**config.mk**
```make
export PLATFORM = sky130hd
export DESIGN_NAME = sprite_pixel_address_generator
export DESIGN_NICKNAME = d
export VERILOG_FILES = /design/src/hw/rtl/spag_pkg.sv /design/src/hw/rtl/sprite_pixel_address_generator.sv
export VERILOG_INCLUDE_DIRS = /design/src /design/src/hw/rtl
export SDC_FILE = /design/constraint.sdc
export NUM_CORES = 2
export LEC_CHECK = 0
export CAP_MARGIN = 20
export CORE_MARGIN = 4
export CORE_UTILIZATION = 40
export CTS_BUF_LIST = sky130_fd_sc_hd__clkbuf_4 sky130_fd_sc_hd__clkbuf_8 sky130_fd_sc_hd__clkbuf_16
export DETAILED_ROUTE_END_ITERATION = 8
export DONT_BUFFER_PORTS = 1
export PLACE_DENSITY_LB_ADDON = 0.1
export SETUP_SLACK_MARGIN = 0.1
export SYNTH_ARGS = -nofsm -noshare
export SYNTH_HDL_FRONTEND = slang
export SYNTH_SLANG_ARGS = --single-unit
```
**constraint.sdc**
```tcl
create_clock -name i_clk -period 7.5 [get_ports i_clk]
set_clock_uncertainty 0.15 [all_clocks]
set_input_delay 1.125 -clock i_clk [delete_from_list [all_inputs] [get_ports i_clk]]
set_output_delay 1.125 -clock i_clk [all_outputs]
set_load 0.005 [all_outputs]
```
**src/hw/rtl/sprite_pixel_address_generator_macros.svh**
```systemverilog
// ---------------------------------------------------------------------------
// Sprite pixel address generator assertion macros
// Shared property templates, clocked on i_clk and disabled during reset.
// ---------------------------------------------------------------------------
`ifndef SPRITE_PIXEL_ADDRESS_GENERATOR_MACROS_SVH
`define SPRITE_PIXEL_ADDRESS_GENERATOR_MACROS_SVH

// The consequent must hold in the same cycle as the antecedent.
`define SPAG_ASSERT_NOW(label, ante, cons, msg) \
    label: assert property (@(posedge i_clk) disable iff (!i_rst_n) \
        (ante) |-> (cons)) else $error(msg);

// The consequent must hold after the antecedent, delayed by dly.
`define SPAG_ASSERT_AFTER(label, ante, dly, cons, msg) \
    label: assert property (@(posedge i_clk) disable iff (!i_rst_n) \
        (ante) |-> ##dly (cons)) else $error(msg);

`endif

```
**src/hw/rtl/spag_pkg.sv**
```systemverilog
// ---------------------------------------------------------------------------
// Sprite pixel address generator package
// Transfer types, the sprite size tables and pipeline constants.
// ---------------------------------------------------------------------------
package spag_pkg;

    // Number of register stages from an accepted item to its result.
    localparam int unsigned Latency = 4;

    // One input transfer: attribute words, affine matrix and local position.
    typedef struct packed {
        logic [15:0]        attr_word0;
        logic [15:0]        attr_word1;
        logic [15:0]        attr_word2;
        logic signed [15:0] param_a;
        logic signed [15:0] param_b;
        logic signed [15:0] param_c;
        logic signed [15:0] param_d;
        logic [7:0]         pos_x;
        logic [7:0]         pos_y;
    } t_spag_in;

    // One result transfer.
    typedef struct packed {
        logic        visible;
        logic [15:0] byte_offset;
        logic        high_nibble;
        logic        eight_bpp;
        logic [3:0]  pal_bank;
    } t_spag_out;

    // Sprite width in pixels from shape and size; shape three is unused.
    function automatic logic [6:0] size_width(input logic [1:0] shape,
                                              input logic [1:0] size);
        logic [6:0] w;
        case ({shape, size})
            4'b00_00: w = 7'd8;
            4'b00_01: w = 7'd16;
            4'b00_10: w = 7'd32;
            4'b00_11: w = 7'd64;
            4'b01_00: w = 7'd16;
            4'b01_01: w = 7'd32;
            4'b01_10: w = 7'd32;
            4'b01_11: w = 7'd64;
            4'b10_00: w = 7'd8;
            4'b10_01: w = 7'd8;
            4'b10_10: w = 7'd16;
            4'b10_11: w = 7'd32;
            default:  w = 7'd0;
        endcase
        return w;
    endfunction

    // Sprite height in pixels from shape and size; shape three is unused.
    function automatic logic [6:0] size_height(input logic [1:0] shape,
                                               input logic [1:0] size);
        logic [6:0] h;
        case ({shape, size})
            4'b00_00: h = 7'd8;
            4'b00_01: h = 7'd16;
            4'b00_10: h = 7'd32;
            4'b00_11: h = 7'd64;
            4'b01_00: h = 7'd8;
            4'b01_01: h = 7'd8;
            4'b01_10: h = 7'd16;
            4'b01_11: h = 7'd32;
            4'b10_00: h = 7'd16;
            4'b10_01: h = 7'd32;
            4'b10_10: h = 7'd32;
            4'b10_11: h = 7'd64;
            default:  h = 7'd0;
        endcase
        return h;
    endfunction

endpackage

```
**src/hw/rtl/sprite_pixel_address_generator.sv**
```systemverilog
// ---------------------------------------------------------------------------
// Sprite pixel address generator
// Maps one sprite pixel to its texel byte offset in object tile memory,
// through the affine matrix or the flips, in a four stage pipeline.
// ---------------------------------------------------------------------------
//
//  Channel   Direction  Handshake                 Payload
//  -------   ---------  ------------------------  ---------------------
//  item      in         start high, busy low      i_item (t_spag_in)
//  result    out        o_result_valid, 1 cycle   o_result (t_spag_out)
//
// One item enters per clock; its result is registered at the end of the last stage.
// The stages are attribute decode, the four affine multipliers,
// texel sum and range check, and tile address assembly.
// busy is always low and the receiver cannot hold results off: nothing stalls.
// Synchronous active-low reset clears the stage valid bits only.
//
module sprite_pixel_address_generator (
    input  logic               i_clk,
    input  logic               i_rst_n,
    input  logic               start,
    output logic               busy,
    input  spag_pkg::t_spag_in i_item,
    output logic               o_result_valid,
    output spag_pkg::t_spag_out o_result
);

    // Stage 1 payload: decoded attributes and centered position.
    typedef struct packed {
        logic               vis;
        logic               affine;
        logic               bpp8;
        logic [3:0]         bank;
        logic [9:0]         tile_id;
        logic [6:0]         w;
        logic [6:0]         h;
        logic signed [9:0]  dx;
        logic signed [9:0]  dy;
        logic [5:0]         tx;
        logic [5:0]         ty;
        logic signed [15:0] pa;
        logic signed [15:0] pb;
        logic signed [15:0] pc;
        logic signed [15:0] pd;
    } t_stage1;

    // Stage 2 payload: the four matrix products.
    typedef struct packed {
        logic               vis;
        logic               affine;
        logic               bpp8;
        logic [3:0]         bank;
        logic [9:0]         tile_id;
        logic [6:0]         w;
        logic [6:0]         h;
        logic [5:0]         tx;
        logic [5:0]         ty;
        logic signed [25:0] prod_ax;
        logic signed [25:0] prod_by;
        logic signed [25:0] prod_cx;
        logic signed [25:0] prod_dy;
    } t_stage2;

    // Stage 3 payload: final texel coordinates.
    typedef struct packed {
        logic       vis;
        logic       bpp8;
        logic [3:0] bank;
        logic [9:0] tile_id;
        logic [6:0] w;
        logic [5:0] tx;
        logic [5:0] ty;
    } t_stage3;

    logic                r_v1, r_v2, r_v3, r_v4;
    t_stage1             r_s1, n_s1;
    t_stage2             r_s2, n_s2;
    t_stage3             r_s3, n_s3;
    spag_pkg::t_spag_out r_out, n_out;

    logic                accept;
    logic [1:0]          shape;
    logic [1:0]          size;
    logic                dbl;
    logic                disabled;
    logic [7:0]          sw;
    logic [7:0]          sh;
    logic [5:0]          flip_x;
    logic [5:0]          flip_y;
    logic signed [26:0]  sum_x;
    logic signed [26:0]  sum_y;
    logic signed [19:0]  fx;
    logic signed [19:0]  fy;
    logic                texel_in;
    logic [7:0]          row_term;
    logic [3:0]          col_term;
    logic [10:0]         tile;
    logic [5:0]          in_tile;

    // The pipeline takes an item every cycle.
    assign busy   = 1'b0;
    assign accept = start && !busy;

    // Stage 1: decode shape, size and mode bits; center the position.
    always_comb begin
        shape    = i_item.attr_word0[15:14];
        size     = i_item.attr_word1[15:14];
        n_s1.w   = spag_pkg::size_width(shape, size);
        n_s1.h   = spag_pkg::size_height(shape, size);
        n_s1.affine = i_item.attr_word0[8];
        dbl      = i_item.attr_word0[8] && i_item.attr_word0[9];
        disabled = (!i_item.attr_word0[8] && i_item.attr_word0[9])
                   || (n_s1.w == 7'd0) || (n_s1.h == 7'd0);
        sw       = dbl ? {n_s1.w, 1'b0} : {1'b0, n_s1.w};
        sh       = dbl ? {n_s1.h, 1'b0} : {1'b0, n_s1.h};
        n_s1.vis = !disabled && (i_item.pos_x < sw) && (i_item.pos_y < sh);
        n_s1.bpp8    = i_item.attr_word0[13];
        n_s1.bank    = i_item.attr_word2[15:12];
        n_s1.tile_id = i_item.attr_word2[9:0];
        n_s1.dx  = $signed({2'b00, i_item.pos_x}) - $signed({3'b000, sw[7:1]});
        n_s1.dy  = $signed({2'b00, i_item.pos_y}) - $signed({3'b000, sh[7:1]});
        // Flipped coordinates modulo 64; only meaningful when the pixel is inside.
        flip_x   = n_s1.w[5:0] - 6'd1 - i_item.pos_x[5:0];
        flip_y   = n_s1.h[5:0] - 6'd1 - i_item.pos_y[5:0];
        n_s1.tx  = (!i_item.attr_word0[8] && i_item.attr_word1[12])
                   ? flip_x : i_item.pos_x[5:0];
        n_s1.ty  = (!i_item.attr_word0[8] && i_item.attr_word1[13])
                   ? flip_y : i_item.pos_y[5:0];
        n_s1.pa  = i_item.param_a;
        n_s1.pb  = i_item.param_b;
        n_s1.pc  = i_item.param_c;
        n_s1.pd  = i_item.param_d;
    end

    // Stage 2: one multiplier per matrix element.
    always_comb begin
        n_s2.vis     = r_s1.vis;
        n_s2.affine  = r_s1.affine;
        n_s2.bpp8    = r_s1.bpp8;
        n_s2.bank    = r_s1.bank;
        n_s2.tile_id = r_s1.tile_id;
        n_s2.w       = r_s1.w;
        n_s2.h       = r_s1.h;
        n_s2.tx      = r_s1.tx;
        n_s2.ty      = r_s1.ty;
        n_s2.prod_ax = r_s1.pa * r_s1.dx;
        n_s2.prod_by = r_s1.pb * r_s1.dy;
        n_s2.prod_cx = r_s1.pc * r_s1.dx;
        n_s2.prod_dy = r_s1.pd * r_s1.dy;
    end

    // Stage 3: sum, floor shift, recenter and reject texels off the sprite.
    always_comb begin
        sum_x    = 27'(r_s2.prod_ax) + 27'(r_s2.prod_by);
        sum_y    = 27'(r_s2.prod_cx) + 27'(r_s2.prod_dy);
        fx       = $signed({14'd0, r_s2.w[6:1]}) + 20'(sum_x >>> 8);
        fy       = $signed({14'd0, r_s2.h[6:1]}) + 20'(sum_y >>> 8);
        texel_in = !fx[19] && !fy[19]
                   && (fx[18:0] < {12'd0, r_s2.w})
                   && (fy[18:0] < {12'd0, r_s2.h});
        n_s3.vis     = r_s2.vis && (!r_s2.affine || texel_in);
        n_s3.bpp8    = r_s2.bpp8;
        n_s3.bank    = r_s2.bank;
        n_s3.tile_id = r_s2.tile_id;
        n_s3.w       = r_s2.w;
        n_s3.tx      = r_s2.affine ? fx[5:0] : r_s2.tx;
        n_s3.ty      = r_s2.affine ? fy[5:0] : r_s2.ty;
    end

    // Stage 4: tile number and byte offset, one-dimensional tile mapping.
    always_comb begin
        row_term = {1'b0, 7'(r_s3.ty[5:3] * r_s3.w[6:3])};
        if (r_s3.bpp8) begin
            row_term = {row_term[6:0], 1'b0};
            col_term = {r_s3.tx[5:3], 1'b0};
            in_tile  = {r_s3.ty[2:0], r_s3.tx[2:0]};
        end else begin
            col_term = {1'b0, r_s3.tx[5:3]};
            in_tile  = {1'b0, r_s3.ty[2:0], r_s3.tx[2:1]};
        end
        tile = {1'b0, r_s3.tile_id} + {3'd0, row_term} + {7'd0, col_term};
        n_out.visible      = r_s3.vis;
        n_out.byte_offset  = r_s3.vis ? ({tile, 5'd0} + {10'd0, in_tile})
                                      : 16'd0;
        n_out.high_nibble  = r_s3.vis && !r_s3.bpp8 && r_s3.tx[0];
        n_out.eight_bpp    = r_s3.bpp8;
        n_out.pal_bank     = r_s3.bank;
    end

    // Valid bits travel with the payload; reset clears only the valid bits.
    always_ff @(posedge i_clk) begin
        if (!i_rst_n) begin
            r_v1 <= 1'b0;
            r_v2 <= 1'b0;
            r_v3 <= 1'b0;
            r_v4 <= 1'b0;
        end else begin
            r_v1 <= accept;
            r_v2 <= r_v1;
            r_v3 <= r_v2;
            r_v4 <= r_v3;
        end
    end

    // Payload registers load every cycle.
    always_ff @(posedge i_clk) begin
        r_s1  <= n_s1;
        r_s2  <= n_s2;
        r_s3  <= n_s3;
        r_out <= n_out;
    end

    assign o_result_valid = r_v4;
    assign o_result       = r_out;

    // Checks on the pipeline.
    `include "sprite_pixel_address_generator_macros.svh"

    `SPAG_ASSERT_AFTER(a_latency, accept, 4, o_result_valid, "accepted item gave no result")
    `SPAG_ASSERT_AFTER(a_no_phantom, !accept, 4, !o_result_valid, "result without an item")
    `SPAG_ASSERT_NOW(a_hidden_zero, o_result_valid && !o_result.visible, (o_result.byte_offset == 16'd0) && !o_result.high_nibble, "hidden texel has an address")
    `SPAG_ASSERT_NOW(a_bpp8_nibble, o_result_valid && o_result.eight_bpp, !o_result.high_nibble, "nibble select in 8bpp mode")

endmodule

```
Word level (Yosys, flattened, before mapping)
Memories as Yosys holds them, arrays and structs flattened.
Cells that the tools add are included.
{"block": "op_classes", "addsub": 13, "n_mul": 5, "n_div": 0, "n_lt_le_gt_ge": 4, "n_eq_ne": 0, "shift": 0, "muxes": 9, "n_bitwise": 0, "n_reduce_logical": 23}
{"op": "multiplier 16 x 9 -> 25 bit", "n": 4}
{"op": "adder 25 x 25 -> 26 bit", "n": 2}
{"op": "adder 7 x 19 -> 20 bit", "n": 2}
{"op": "less-than comparator 19 x 7 -> 1 bit", "n": 2}
{"op": "two-way mux 6 bit", "n": 5}
{"op": "two-way mux 8 bit", "n": 3}
{"op": "subtractor 8 x 7 -> 9 bit", "n": 2}
{"op": "adder 16 x 6 -> 16 bit", "n": 1}
{"op": "less-than comparator 8 bit", "n": 2}
{"op": "zero test 7 bit", "n": 2}
{"op": "logical AND 1 bit", "n": 12}
{"op": "subtractor 6 x 1 -> 6 bit, second input constant", "n": 2}
{"op": "subtractor 6 bit", "n": 2}
{"op": "adder 10 x 8 -> 11 bit", "n": 1}
{"op": "adder 11 x 4 -> 11 bit", "n": 1}
{"op": "multiplier 3 x 4 -> 7 bit", "n": 1}
{"op": "zero test 1 bit", "n": 6}
{"op": "two-way mux 4 bit", "n": 1}
{"op": "logical OR 1 bit", "n": 3}
{"block": "totals", "reg_bits": 330, "latchBits": 0, "mem_bits_rw": 0, "mem_bits_ro": 128, "input_bits": 131, "word_cells": 100, "n_memories": 2}
{"name": "(no name shown)", "depth": 16, "width": 4, "rd": 1, "rd_ports_with_merged_regs": 0, "write_ports": 0, "line_no": "spag_pkg.sv:36", "rtl": "case ({shape, size})"}
{"name": "(no name shown)", "depth": 16, "width": 4, "rd": 1, "rd_ports_with_merged_regs": 0, "write_ports": 0, "line_no": "spag_pkg.sv:58", "rtl": "case ({shape, size})"}

Depth between registers and ports, before layout
{"block": "logic_depth", "ltp_word": 8, "mapped_depth": 25, "mapped_depth_nobuf": 24}

Least setup slack after synthesis
Ideal clock, no wire load.
{"block": "synth_timing", "kind": "register -> register", "from": "register r_s1[88] (netlist name)", "to": "register, netlist name r_s2[102]", "arrival_time_ps": 5558, "setup_slack_ps": 1713, "stages_incl_launch_ff": 23, "n_path_buf": 1, "cell_sequence": "dfxtp_1 -> clkbuf_1 -> nand2_1 -> fa_1 -> inv_1 -> fa_1 -> inv_1 -> fa_1 -> inv_1 -> fa_1 -> fa_1 -> ha_1 -> inv_1 -> o21bai_1 -> a21oi_1 -> o21ai_0 -> a211oi_1 -> o21ai_0 -> nand2_1 -> o21ai_0 -> or4_1 -> a2111o_1 -> o211ai_1"}
{"item": "start, declared", "line_no": "sprite_pixel_address_generator.sv:76", "rtl": "t_stage1 r_s1, n_s1;"}
{"item": "start signal, assigned", "line_no": "sprite_pixel_address_generator.sv:207", "rtl": "r_s1 <= n_s1;"}

==> impl_metrics.csv <==
group,metric,value,unit
floorplanning,core_area,77800,um^2
global_routing,antenna_found_initial,2,
final_layout,nNetsFinal,4208,
critical_path,path_cells,"nand2_1, fa_1, fa_1, inv_1, ha_1, inv_1, fa_1, inv_1, ha_1, ha_1, fa_1, a21o_1, a21oi_1, o21bai_1, a21oi_1, o21bai_1, a21oi_1, o2111ai_1, a31oi_1, nand2b_1, a21boi_0, o41a_1, xor2_1",
global_routing,grt.overflow.total,0,
critical_path,crit_buf_inv,3,
clocking,post-cts-setup-buffers,0,
clocking,clkLatencyLatePin,590,ps
logic_synthesis,synth_edf_count,0,
detailed_routing,drt_iter0_markers,810,
logic_synthesis,ys_ff_latch,315,
timing,rsz0062_at_grt,"no",
global_routing,grtUsageTotal,18.3,%
timing,timing_hold_violations_final,0,
floorplanning,die_x,289,um
clocking,clockBufferDepth,3,
critical_path,cpMostUsedCell,"fa_1",
floorplanning,row_count,102,
critical_path,end_kind,"register",
detailed_routing,ant_nets,0,
detailed_routing,drc,0,
placement,place.gp.congestion,0.817,
clocking,cts_tree,"built",
timing,fmaxAchievable,150,MHz
clocking,clk_pin_slew,60,ps
floorplanning,die_area,83400,um^2
timing,setup_violations,0,
clocking,numCtsBuffers,38,
detailed_routing,routed_wl,74000,um
logic_synthesis,ys_types,83,
logic_synthesis,synth_nets,4250,
critical_path,reg2reg_from,"r_s1[77]",
critical_path,reg2regPathDepth,23,
timing,tightest_slew,1140,ps
hold_path,min-delay-start,"n_s2[122]",
final_layout,n_fill_cell,7587,
placement,hpwl,60200,um
critical_path,crit_path_start_kind,"register",
timing,relSlewSlack,23.8,%
job,maxCapViolCount,0,
critical_path,required,7810,ps
global_routing,grt_max_degree,33,
final_layout,area_growth,7.60,%
clocking,postCtsHoldBufs,0,
final_layout,layout-drive-gt1-share,4.21,%
clocking,htree_levels,2,
hold_path,hold_path_end,"r_s2[122]",
timing,tns,0,ps
final_layout,most-common-layout-cells,"inv_1, fa_1, nand2_1",
critical_path,cp.arrival,6980,ps
critical_path,cp_max_fo,20,
final_layout,final_common_cell,"inv_1",
logic_synthesis,async_reset_ff_share,0,%
critical_path,path_delay_family,"adder cells",
floorplanning,dieHeight,289,um
critical_path,reg2reg_to,"r_s2[23]",
logic_synthesis,yosys_warnings,0,
final_layout,final_core_util,43.6,%
global_routing,grt_pass1_vias,23100,
floorplanning,start_util,40.5,%
clocking,cts_root_buf,"clkbuf_16",
timing,fin_crit_sh,89.0,%
logic_synthesis,syn_inst,3314,
logic_synthesis,seq_area_frac_synth,20.0,%
clocking,cts.sinks,315,
timing,layout_min_cycle_time,6670,ps
critical_path,criticalPathCategory,"reg2reg",
placement,portBuffers,0,
detailed_routing,dr.pass1.iters,5,
detailed_routing,wire_per_inst,17.0,um
detailed_routing,routed_via_density,4.86,
critical_path,r2r_slack,830,ps
logic_synthesis,synth_ff_type,"dfxtp_1",
timing,slew_violations,0,
hold_path,holdPathStages,0,
global_routing,grt_first_pass_wirelength,121000,um
logic_synthesis,avgSynthCellArea,9.52,um^2
floorplanning,pin_count,156,
critical_path,slowest_delay,1070,ps
run_status,status,"completed",
clocking,cts-resized-gates,0,
hold_path,hold_path_class,"reg2reg",
critical_path,slowest_stage,"dfxtp_1",
detailed_routing,dr_total_vias,21100,
logic_synthesis,netlist_area,31500,um^2
## through the flow
stage	hold WS [ps]	setup WS (ps)	instances	cell area, um^2
floorplan	160	1710	3314	31500
global placement	160	749	4270	32600
detailed placement	162	689	4270	32600
CTS	168	635	4337	33900
global route	180	397	4340	33900
finish	170	826	4340	33900
## cell families after synthesis
| family | after synthesis | share of synthesized area, % |
|---|---|---|
| buffers and inverters | 731 | 8.72 |
| and+or+nand+nor | 939 | 15.1 |
| DFF | 315 | 20.0 |
| adders and majority gates | 805 | 43.6 |
| AOI/OAI and AO/OA | 319 | 6.74 |
| muxes | 29 | 0.968 |
| xor gates and xnor gates | 175 | 4.86 |
| other | 1 | 0.0119 |
## Yosys cell counts, drive strengths merged, types with 50 or more instances
master	number	area share [%]
nand2	350	4.2
fa	490	31
clkbuf	106	1.3
o21ai	57	0.90
a21oi	100	1.6
and2	262	5.2
nand2b	50	0.99
nor2	103	1.2
ha	315	12
dfxtp	315	20
xnor2	134	3.7
inv	617	7.3
## state kept, by name, indices dropped and copies added (netlist names)
| signal | count |
|---|---|
| n_out | 6 |
| r_v1 | 1 |
| r_v2 | 1 |
| r_v3 | 1 |
| o_result | 23 |
| o_result_valid | 1 |
| n_s3 | 19 |
| r_s2 | 118 |
| r_s1 | 82 |
| n_s2 | 37 |
| r_s3 | 26 |
## how the worst max path moves through the flow
stage,start,depth (start not counted),end
after global placement,r_s1[88],21,r_s2[102]
after detailed placement,r_s1[88],21,r_s2[102]
final,r_s1[77],23,r_s2[23]
after CTS,r_s1[88],21,r_s2[102]
after floorplan,r_s1[88],22,r_s2[102]
after global routing,r_s1[77],23,r_s2[23]
## layer usage
| layer | wire length (um) | global-route usage [%] | part of all wire, % | up-vias |
|---|---|---|---|---|
| met5 | 0 | 0 | 0 | - |
| met4 | 1700 | 4.38 | 2.3 | 0 |
| met3 | 3450 | 3.49 | 4.7 | 85 |
| met2 | 37400 | 33.1 | 51 | 330 |
| met1 | 31400 | 22.5 | 42 | 10500 |
| li1 | - | - | - | 10200 |
## cell type report
class | count | area, um^2 | share of cell area [%]
Tap cell | 1040 | 1300 | 3.83
Multi-Input combinational cell | 2268 | 22500 | 66.3
Timing Repair Buffer | 32 | 280 | 0.826
Antenna cell | 1 | 2.50 | 0.00737
Clock buffer | 48 | 1060 | 3.13
Clock inverter | 19 | 186 | 0.549
Inverter | 617 | 2320 | 6.82
Sequential cell | 315 | 6310 | 18.6
Power is not shown: default switching activity piles up to over one toggle a cycle in this logic, so the estimate is an artifact.
